$ cat config.mk
export PLATFORM = sky130hd
export DESIGN_NAME = url_percent_codec
export DESIGN_NICKNAME = d
export VERILOG_FILES = /design/src/rtl/upc_pkg.sv /design/src/rtl/upc_front.sv /design/src/rtl/upc_queue.sv /design/src/rtl/upc_back.sv /design/src/rtl/url_percent_codec.sv
export SDC_FILE = /design/constraint.sdc
export NUM_CORES = 1
export LEC_CHECK = 0
export BUFFER_PORTS_ARGS = -buffer_cell sky130_fd_sc_hd__buf_4
export CAP_MARGIN = 20
export CORE_ASPECT_RATIO = 0.9
export CORE_UTILIZATION = 44
export DETAILED_ROUTE_END_ITERATION = 7
export PLACE_DENSITY_LB_ADDON = 0.15
export SLEW_MARGIN = 20
export SYNTH_ARGS = -nofsm -noshare
export SYNTH_HDL_FRONTEND = slang
export SYNTH_HIERARCHICAL = 1
export SYNTH_SLANG_ARGS = --single-unit
$ cat constraint.sdc
create_clock -name clk -period 3.75 [get_ports clk]
set_input_delay 0.5625 -clock clk [delete_from_list [all_inputs] [get_ports clk]]
set_output_delay 0.5625 -clock clk [all_outputs]
set_load 0.02 [all_outputs]
$ cat src/rtl/upc_pkg.sv
// Shared types, character codes and helpers for the URL percent codec.
`default_nettype none

package upc_pkg;

	// Character codes
	localparam logic [7:0] CH_0       = 8'h30;
	localparam logic [7:0] CH_9       = 8'h39;
	localparam logic [7:0] CH_UA      = 8'h41;
	localparam logic [7:0] CH_UF      = 8'h46;
	localparam logic [7:0] CH_UZ      = 8'h5A;
	localparam logic [7:0] CH_LA      = 8'h61;
	localparam logic [7:0] CH_LF      = 8'h66;
	localparam logic [7:0] CH_LZ      = 8'h7A;
	localparam logic [7:0] CH_DASH    = 8'h2D;
	localparam logic [7:0] CH_USCORE  = 8'h5F;
	localparam logic [7:0] CH_DOT     = 8'h2E;
	localparam logic [7:0] CH_TILDE   = 8'h7E;
	localparam logic [7:0] CH_SPACE   = 8'h20;
	localparam logic [7:0] CH_PLUS    = 8'h2B;
	localparam logic [7:0] CH_PERCENT = 8'h25;

	// Offsets from a nibble to its upper-case hex character, and the nibble adjustment for a letter digit
	localparam logic [7:0] HEX_ALPHA_OFS = 8'd55;
	localparam logic [7:0] HEX_DIGIT_OFS = 8'd48;
	localparam logic [3:0] HEX_ALPHA_ADJ = 4'd9;

	// Mode register codes
	localparam logic MODE_ENCODE = 1'b0;
	localparam logic MODE_DECODE = 1'b1;

	// One queued job: a ready result byte, or a byte still to be escaped
	typedef struct packed {
		logic [7:0] data;
		logic       expand;
		logic       str_end;
		logic       err;
	} upc_entry_t;

	function automatic logic [7:0] hex_char(input logic [3:0] nib);
		logic [7:0] wide;
		wide = {4'h0, nib};
		return (nib > 4'd9) ? wide + HEX_ALPHA_OFS : wide + HEX_DIGIT_OFS;
	endfunction

endpackage

`default_nettype wire

$ cat src/rtl/upc_front.sv
// Front end: accepts input words, classifies them and tracks decode escape state.
`default_nettype none

module upc_front
	import upc_pkg::*;
(
	input  wire logic       clk,
	input  wire logic       arst_n,
	input  wire logic       mode,
	input  wire logic       in_valid,
	output logic            in_ready,
	input  wire logic [7:0] in_byte,
	input  wire logic       in_last,
	input  wire logic       q_full,
	output logic            q_push,
	output upc_entry_t      q_wdata
);

	typedef enum logic [1:0] {DP_IDLE, DP_HIGH, DP_LOW} dphase_t;

	dphase_t    phase_q, phase_d;
	logic [3:0] high_nib_q, high_nib_d;
	logic [3:0] hv;
	logic       hv_ok;
	logic       has_res;
	logic       accept;

	assign in_ready = !q_full;
	assign accept   = in_valid && in_ready;
	assign q_push   = accept && has_res;

	// Hex digit value
	always_comb begin
		hv    = in_byte[3:0];
		hv_ok = 1'b0;
		if (in_byte inside {[CH_0:CH_9]}) begin
			hv_ok = 1'b1;
		end else if (in_byte inside {[CH_UA:CH_UF], [CH_LA:CH_LF]}) begin
			hv    = in_byte[3:0] + HEX_ALPHA_ADJ;
			hv_ok = 1'b1;
		end
	end

	// Classification and next escape state
	always_comb begin
		phase_d         = DP_IDLE;
		high_nib_d      = 4'h0;
		has_res         = 1'b1;
		q_wdata.data    = in_byte;
		q_wdata.expand  = 1'b0;
		q_wdata.str_end = in_last;
		q_wdata.err     = 1'b0;
		if (mode == MODE_ENCODE) begin
			if (in_byte inside {[CH_0:CH_9], [CH_UA:CH_UZ], [CH_LA:CH_LZ],
					CH_DASH, CH_USCORE, CH_DOT, CH_TILDE}) begin
				q_wdata.data = in_byte;
			end else if (in_byte == CH_SPACE) begin
				q_wdata.data = CH_PLUS;
			end else begin
				q_wdata.expand = 1'b1;
			end
		end else begin
			case (phase_q)
				DP_HIGH, DP_LOW: begin
					if (!hv_ok) begin
						q_wdata.data = 8'h00;
						q_wdata.err  = 1'b1;
					end else if (phase_q == DP_HIGH) begin
						if (in_last) begin
							q_wdata.data = 8'h00;
							q_wdata.err  = 1'b1;
						end else begin
							has_res    = 1'b0;
							phase_d    = DP_LOW;
							high_nib_d = hv;
						end
					end else begin
						q_wdata.data = {high_nib_q, hv};
					end
				end
				default: begin
					if (in_byte == CH_PERCENT) begin
						if (in_last) begin
							q_wdata.data = 8'h00;
							q_wdata.err  = 1'b1;
						end else begin
							has_res = 1'b0;
							phase_d = DP_HIGH;
						end
					end else if (in_byte == CH_PLUS) begin
						q_wdata.data = CH_SPACE;
					end
				end
			endcase
		end
	end

	// Escape state register
	always_ff @(posedge clk or negedge arst_n) begin
		if (!arst_n) begin
			phase_q    <= DP_IDLE;
			high_nib_q <= 4'h0;
		end else if (accept) begin
			phase_q    <= phase_d;
			high_nib_q <= high_nib_d;
		end
	end

endmodule

`default_nettype wire

$ cat src/rtl/upc_queue.sv
// Small job queue between the front end and the output expander.
`default_nettype none

module upc_queue
	import upc_pkg::*;
#(
	parameter int DEPTH = 4
) (
	input  wire logic        clk,
	input  wire logic        arst_n,
	input  wire logic        push,
	input  wire upc_entry_t  wdata,
	input  wire logic        pop,
	output upc_entry_t       rdata,
	output logic             full,
	output logic             empty
);

	localparam int PW = (DEPTH > 1) ? $clog2(DEPTH) : 1;
	localparam int CW = $clog2(DEPTH + 1);

	upc_entry_t     mem_q [DEPTH];
	logic [PW-1:0]  wr_ptr_q, rd_ptr_q;
	logic [CW-1:0]  count_q;
	logic           do_push, do_pop;

	assign full    = (count_q == CW'(DEPTH));
	assign empty   = (count_q == '0);
	assign do_push = push && !full;
	assign do_pop  = pop && !empty;
	assign rdata   = mem_q[rd_ptr_q];

	// Storage
	always_ff @(posedge clk) begin
		if (do_push) begin
			mem_q[wr_ptr_q] <= wdata;
		end
	end

	// Pointers and fill count
	always_ff @(posedge clk or negedge arst_n) begin
		if (!arst_n) begin
			wr_ptr_q <= '0;
			rd_ptr_q <= '0;
			count_q  <= '0;
		end else begin
			if (do_push) begin
				wr_ptr_q <= (wr_ptr_q == PW'(DEPTH - 1)) ? '0 : wr_ptr_q + 1'b1;
			end
			if (do_pop) begin
				rd_ptr_q <= (rd_ptr_q == PW'(DEPTH - 1)) ? '0 : rd_ptr_q + 1'b1;
			end
			if (do_push && !do_pop) begin
				count_q <= count_q + 1'b1;
			end else if (do_pop && !do_push) begin
				count_q <= count_q - 1'b1;
			end
		end
	end

endmodule

`default_nettype wire

$ cat src/rtl/upc_back.sv
// Back end: expands escape jobs into three words and drives the output register.
`default_nettype none

module upc_back
	import upc_pkg::*;
(
	input  wire logic        clk,
	input  wire logic        arst_n,
	input  wire upc_entry_t  q_rdata,
	input  wire logic        q_empty,
	output logic             q_pop,
	output logic             out_valid,
	input  wire logic        out_ready,
	output logic [7:0]       out_byte,
	output logic             run_last,
	output logic             string_end,
	output logic             bad_escape
);

	typedef enum logic [1:0] {PH_PCT, PH_HI, PH_LO} xphase_t;

	xphase_t    phase_q, phase_d;
	logic       load, take, part_last;
	logic [7:0] word;

	assign load = !out_valid || out_ready;
	assign take = load && !q_empty;

	// Pick the word for the current part of the job
	always_comb begin
		word      = q_rdata.data;
		part_last = 1'b1;
		phase_d   = PH_PCT;
		if (q_rdata.expand) begin
			case (phase_q)
				PH_PCT: begin
					word      = CH_PERCENT;
					part_last = 1'b0;
					phase_d   = PH_HI;
				end
				PH_HI: begin
					word      = hex_char(q_rdata.data[7:4]);
					part_last = 1'b0;
					phase_d   = PH_LO;
				end
				default: begin
					word = hex_char(q_rdata.data[3:0]);
				end
			endcase
		end
	end

	assign q_pop = take && part_last;

	// Expansion state and output register
	always_ff @(posedge clk or negedge arst_n) begin
		if (!arst_n) begin
			phase_q   <= PH_PCT;
			out_valid <= 1'b0;
		end else if (load) begin
			out_valid <= !q_empty;
			if (take) begin
				phase_q    <= phase_d;
				out_byte   <= word;
				run_last   <= part_last;
				string_end <= q_rdata.str_end;
				bad_escape <= q_rdata.err;
			end
		end
	end

endmodule

`default_nettype wire

$ cat src/rtl/url_percent_codec.sv
// Streaming URL percent encoder/decoder top level.
// A result word passes through the job queue and then the output register.
// Throughput: one input word per cycle while the QDEPTH-entry job queue has room; the
// output moves one word per cycle when out_ready allows: three per escaped byte in
// encode mode, none per non-final '%' or high digit in decode mode, else one.
// Reset clears the mode to encode, the decode escape state, the queue and out_valid.
`default_nettype none

module url_percent_codec
	import upc_pkg::*;
#(
	parameter int QDEPTH = 4
) (
	input  wire logic       clk,
	input  wire logic       arst_n,
	input  wire logic       cfg_we,
	input  wire logic       cfg_wdata,
	input  wire logic       in_valid,
	output logic            in_ready,
	input  wire logic [7:0] in_byte,
	input  wire logic       in_last,
	output logic            out_valid,
	input  wire logic       out_ready,
	output logic [7:0]      out_byte,
	output logic            run_last,
	output logic            string_end,
	output logic            bad_escape
);

	logic       mode_q;
	logic       q_push, q_pop, q_full, q_empty;
	upc_entry_t q_wdata, q_rdata;

	// Mode register
	always_ff @(posedge clk or negedge arst_n) begin
		if (!arst_n) begin
			mode_q <= MODE_ENCODE;
		end else if (cfg_we) begin
			mode_q <= cfg_wdata;
		end
	end

	upc_front u_front (
		.clk      (clk),
		.arst_n   (arst_n),
		.mode     (mode_q),
		.in_valid (in_valid),
		.in_ready (in_ready),
		.in_byte  (in_byte),
		.in_last  (in_last),
		.q_full   (q_full),
		.q_push   (q_push),
		.q_wdata  (q_wdata)
	);

	upc_queue #(
		.DEPTH (QDEPTH)
	) u_queue (
		.clk    (clk),
		.arst_n (arst_n),
		.push   (q_push),
		.wdata  (q_wdata),
		.pop    (q_pop),
		.rdata  (q_rdata),
		.full   (q_full),
		.empty  (q_empty)
	);

	upc_back u_back (
		.clk        (clk),
		.arst_n     (arst_n),
		.q_rdata    (q_rdata),
		.q_empty    (q_empty),
		.q_pop      (q_pop),
		.out_valid  (out_valid),
		.out_ready  (out_ready),
		.out_byte   (out_byte),
		.run_last   (run_last),
		.string_end (string_end),
		.bad_escape (bad_escape)
	);

`ifndef ASSERT_OFF
	// Queue cannot be full and empty at once
	a_queue_sane: assert property (@(posedge clk) disable iff (!arst_n)
		!(q_full && q_empty))
		else $error("queue reports full and empty");

	// Error words carry a zero byte and close their run
	a_err_word: assert property (@(posedge clk) disable iff (!arst_n)
		out_valid && bad_escape |-> out_byte == 8'h00 && run_last)
		else $error("malformed error word");

	// Multi-word runs only come from escape expansion, never errors
	a_run_mid: assert property (@(posedge clk) disable iff (!arst_n)
		out_valid && !run_last |-> !bad_escape)
		else $error("error word inside a run");

	// A pop only happens on a non-empty queue
	a_pop_ok: assert property (@(posedge clk) disable iff (!arst_n)
		q_pop |-> !q_empty)
		else $error("pop from empty queue");
`endif

endmodule

`default_nettype wire
==> metrics.txt <==
# TYPE chip_impl_metric gauge
chip_impl_metric{name="placement.setup.worst_slack",unit="ps"} 240
chip_impl_info{name="critical-path-slowest-cell",value="sky130_fd_sc_hd__nor3b_1"} 1
chip_impl_metric{name="final_hold_viol_count",unit=""} 0
chip_impl_metric{name="synth_sequential_area_ratio",unit="%"} 55.0
chip_impl_info{name="timing_worst_setup_path_type",value="in2reg"} 1
chip_impl_metric{name="max_slew.worst_pin.slew",unit="ps"} 642
chip_impl_metric{name="grt.overflow.total",unit=""} 0
chip_impl_metric{name="final.setup.worst_slack",unit="ps"} 586
chip_impl_metric{name="vias",unit=""} 2342
chip_impl_metric{name="synth_edf_count",unit=""} 55
chip_impl_metric{name="period_minus_slack",unit="ps"} 3160
chip_impl_metric{name="effective_utilization_at_floorplan",unit="%"} 46.1
chip_impl_metric{name="final_util",unit="%"} 52.9
chip_impl_metric{name="fin_crit_sh",unit="%"} 84.4
chip_impl_info{name="synth_area_leader_cell",value="sky130_fd_sc_hd__edfxtp_1"} 1
chip_impl_metric{name="placeable_area",unit="um2"} 8180
chip_impl_metric{name="worst_skew_pair.late_latency",unit="ps"} 340
chip_impl_info{name="cp_top_family",value="simple AND/OR/NAND/NOR gates"} 1
chip_impl_metric{name="ir_worst_vdd",unit="mV"} 0.271
chip_impl_metric{name="synth_top_area_share",unit="%"} 43.8
chip_impl_metric{name="power.density_cell_area",unit="nW/um2"} 703
chip_impl_metric{name="fillerInstances",unit=""} 699
chip_impl_metric{name="fin_setup_tns",unit="ps"} 0
chip_impl_metric{name="grt_antenna_before_repair",unit=""} 0
chip_impl_info{name="unrepaired_setup_endpoints_after_global_routing",value="false"} 1
chip_impl_metric{name="drive_gt1_share",unit="%"} 26.9
chip_impl_metric{name="cts_htree_levels",unit=""} 3
chip_impl_metric{name="place.detailed.hpwl",unit="um"} 5170
chip_impl_metric{name="cts_num_sinks",unit=""} 72
chip_impl_metric{name="ant_nets",unit=""} 0
chip_impl_metric{name="synthToLayoutAreaGrowth",unit="%"} 14.8
chip_impl_metric{name="grt_pass1_wl",unit="um"} 11400
chip_impl_metric{name="worst_slew_margin_rel",unit="%"} 57.0
chip_impl_metric{name="skew",unit="ps"} 9.57
chip_impl_metric{name="timing_max_transition_violations_final",unit=""} 0
chip_impl_metric{name="netlist_instances",unit=""} 284
chip_impl_metric{name="placement_rows",unit=""} 31
chip_impl_metric{name="clk_pin_slew_worst_paths",unit="ps"} 70
chip_impl_info{name="cts_tree",value="yes"} 1
chip_impl_metric{name="place.gp.congestion",unit=""} 0.877
chip_impl_metric{name="critical_path.max_fanout",unit=""} 10
chip_impl_metric{name="critical_path_depth",unit=""} 15
chip_impl_metric{name="route.detailed.wl_per_inst",unit="um"} 16.0
chip_impl_metric{name="antenna_cells",unit=""} 0
chip_impl_metric{name="setup_failing_eps_final",unit=""} 0
chip_impl_metric{name="clock_tree.buffer_depth",unit=""} 2
chip_impl_metric{name="drt_first_pass_iters",unit=""} 5
chip_impl_metric{name="holdBufCountCts",unit=""} 0
chip_impl_metric{name="grt_util_all_layers",unit="%"} 17.1
chip_impl_metric{name="ctsResizeCount",unit=""} 0
chip_impl_metric{name="grt_max_degree",unit=""} 19
chip_impl_info{name="run_status",value="finished clean"} 1
chip_impl_metric{name="crit_required",unit="ps"} 4010
chip_impl_metric{name="synthesis.nets",unit=""} 315
chip_impl_metric{name="timing.critical_path.slowest_cell_delay",unit="ps"} 410
chip_impl_metric{name="cts_setup_buffers",unit=""} 0
chip_impl_info{name="worstSetupStartpointType",value="input pin"} 1
chip_impl_metric{name="synthArstFlopShare",unit="%"} 23.6
chip_impl_metric{name="total_power",unit="mW"} 3.05
chip_impl_metric{name="finish.net_count",unit=""} 350
chip_impl_metric{name="die_x",unit="um"} 99.6
chip_impl_info{name="cp_cell_sequence",value="buf_4, inv_1, ha_1, nor3b_1, nor4_4, a21oi_2, or2_1, nor3b_1, nor2b_1, ha_1, inv_1, fa_1, xor2_1, nor2_1, xor2_1"} 1
chip_impl_metric{name="max_cap_violations",unit=""} 0
chip_impl_info{name="synth_area_leaders",value="sky130_fd_sc_hd__edfxtp_1 (44%), sky130_fd_sc_hd__dfrtp_1 (11%), sky130_fd_sc_hd__mux4_2 (6.6%)"} 1
chip_impl_metric{name="reg2regPathDepth",unit=""} 10
chip_impl_metric{name="io_buffers",unit=""} 27
chip_impl_metric{name="achievable-frequency",unit="MHz"} 316
chip_impl_metric{name="yosysWarnings",unit=""} 6
chip_impl_info{name="synth.most_common_cell",value="sky130_fd_sc_hd__edfxtp_1"} 1
chip_impl_info{name="hp-class",value="in2async"} 1
chip_impl_info{name="ctsRootBufferMaster",value="sky130_fd_sc_hd__clkbuf_8"} 1
chip_impl_metric{name="synth.ff_latch_count",unit=""} 72
chip_impl_metric{name="avgViaCountPerCell",unit=""} 5.33
chip_impl_metric{name="ys_types",unit=""} 61
chip_impl_info{name="synth_commonest_cells",value="sky130_fd_sc_hd__edfxtp_1 (55), sky130_fd_sc_hd__dfrtp_1 (17), sky130_fd_sc_hd__inv_1 (17), sky130_fd_sc_hd__nand2_1 (17), sky130_fd_sc_hd__ha_1 (15)"} 1
chip_impl_metric{name="chipHeight",unit="um"} 89.9
chip_impl_metric{name="num_io_pins",unit=""} 28
chip_impl_info{name="end_kind",value="flop"} 1
chip_impl_metric{name="post_synth.cell_area_avg",unit="um2"} 13.3
chip_impl_metric{name="remaining_drc_errors",unit=""} 0
chip_impl_metric{name="worstPathBufferInverterCount",unit=""} 3
chip_impl_metric{name="wl",unit="um"} 7050
chip_impl_metric{name="timing.critical_path.arrival",unit="ps"} 3430
chip_impl_metric{name="cts_made_buffers",unit=""} 9
chip_impl_info{name="yosys_most_used_dff",value="sky130_fd_sc_hd__edfxtp_1"} 1
chip_impl_metric{name="syn_area",unit="um2"} 3770
chip_impl_metric{name="die_area",unit="um2"} 8950
chip_impl_metric{name="grt_pass1_vias",unit=""} 2253
chip_impl_metric{name="drt_iter0_markers",unit=""} 129
chip_impl_metric{name="p_leak",unit="nW"} 1.65
==> metal layers <==
metal / vias up / GRT usage [%] / part of all wire (%)
li1: 1137 / - / -
met1: 1130 / 22.2 / 44
met2: 67 / 27.4 / 49
met3: 8 / 5.13 / 5.4
met4: 0 / 5.27 / 1.3
met5: - / 0 / 0
==> metrics by stage <==
stage,instance area [um2],instances,hold slack (ps)
floorplan,3770,284,267
global placement,4120,423,445
detailed placement,4120,423,446
CTS,4330,439,68.2
global route,4330,439,70.0
finish,4330,439,81.7
==> power by group <==
part           switching, mW  internal [mW]
Clock                  0.274          0.375
Combinational          0.653          0.546
Sequential            0.0966           1.10
==> flip-flops by register name (all words and copies together), names as in the netlist <==
name / count
u_back/run_last: 1
u_back/phase_q: 2
mode_q: 1
u_back/bad_escape: 1
u_queue/mem_q: 44
u_back/string_end: 1
u_back/out_byte: 8
u_front/phase_q: 2
u_queue/wr_ptr_q: 2
u_queue/rd_ptr_q: 2
u_front/high_nib_q: 4
u_queue/count_q: 3
u_back/out_valid: 1
==> cell families (layout without fill, tap and decap cells) <==
logic type	count (synthesis)	after routing	synth area share, %
AO/OA/AOI/OAI	58	58	12.2
XOR/XNOR	6	6	1.39
adder cells (fa/ha/maj)	16	16	5.50
buffers and inverters	30	70	3.55
flip-flops	72	72	55.0
multiplexers	20	20	9.55
AND/OR/NAND/NOR	82	82	12.8
==> cell type report <==
cell class              count  area, um2  area share, %
multi-input cells         182       1560           36.1
inverters                  19       71.3           1.65
clock inverters             5       81.3           1.88
flip-flops and latches     72       2080           48.0
clock buffers              11        131           3.03
repair buffers             35        263           6.07
well taps                 115        144           3.32
==> layout by cell type, fill, tap and decap left out, types with 4 or more instances in the layout <==
master,Yosys,final
sky130_fd_sc_hd__o31ai_2,5,5
sky130_fd_sc_hd__nand2_1,17,17
sky130_fd_sc_hd__mux4_2,11,11
sky130_fd_sc_hd__clkbuf_8,0,9
sky130_fd_sc_hd__ha_1,15,15
sky130_fd_sc_hd__dfrtp_1,17,17
sky130_fd_sc_hd__buf_4,2,35
sky130_fd_sc_hd__nor2_1,14,14
sky130_fd_sc_hd__mux2_2,6,6
sky130_fd_sc_hd__inv_1,17,17
sky130_fd_sc_hd__a22o_1,4,4
sky130_fd_sc_hd__a21oi_1,11,11
sky130_fd_sc_hd__a21o_1,5,5
sky130_fd_sc_hd__o21ai_0,7,7
sky130_fd_sc_hd__nor3_1,7,7
sky130_fd_sc_hd__and2_1,11,11
sky130_fd_sc_hd__nand2b_1,6,6
sky130_fd_sc_hd__edfxtp_1,55,55
==> final timing paths <==
kind                                       start                    end  slack [ps]
max                                   in_byte[0]     u_queue/count_q[2]         590
min                                       arst_n      u_back/phase_q[0]          80
max reg2reg                   u_front/phase_q[0]     u_queue/count_q[1]        1040
min reg2reg                u_front/high_nib_q[1]  u_front/high_nib_q[1]         490
max in group asynchronous                 arst_n    u_queue/wr_ptr_q[1]        3470
min in group clk                       out_ready       u_back/out_valid         420
Power figures use the tool's default switching activity.
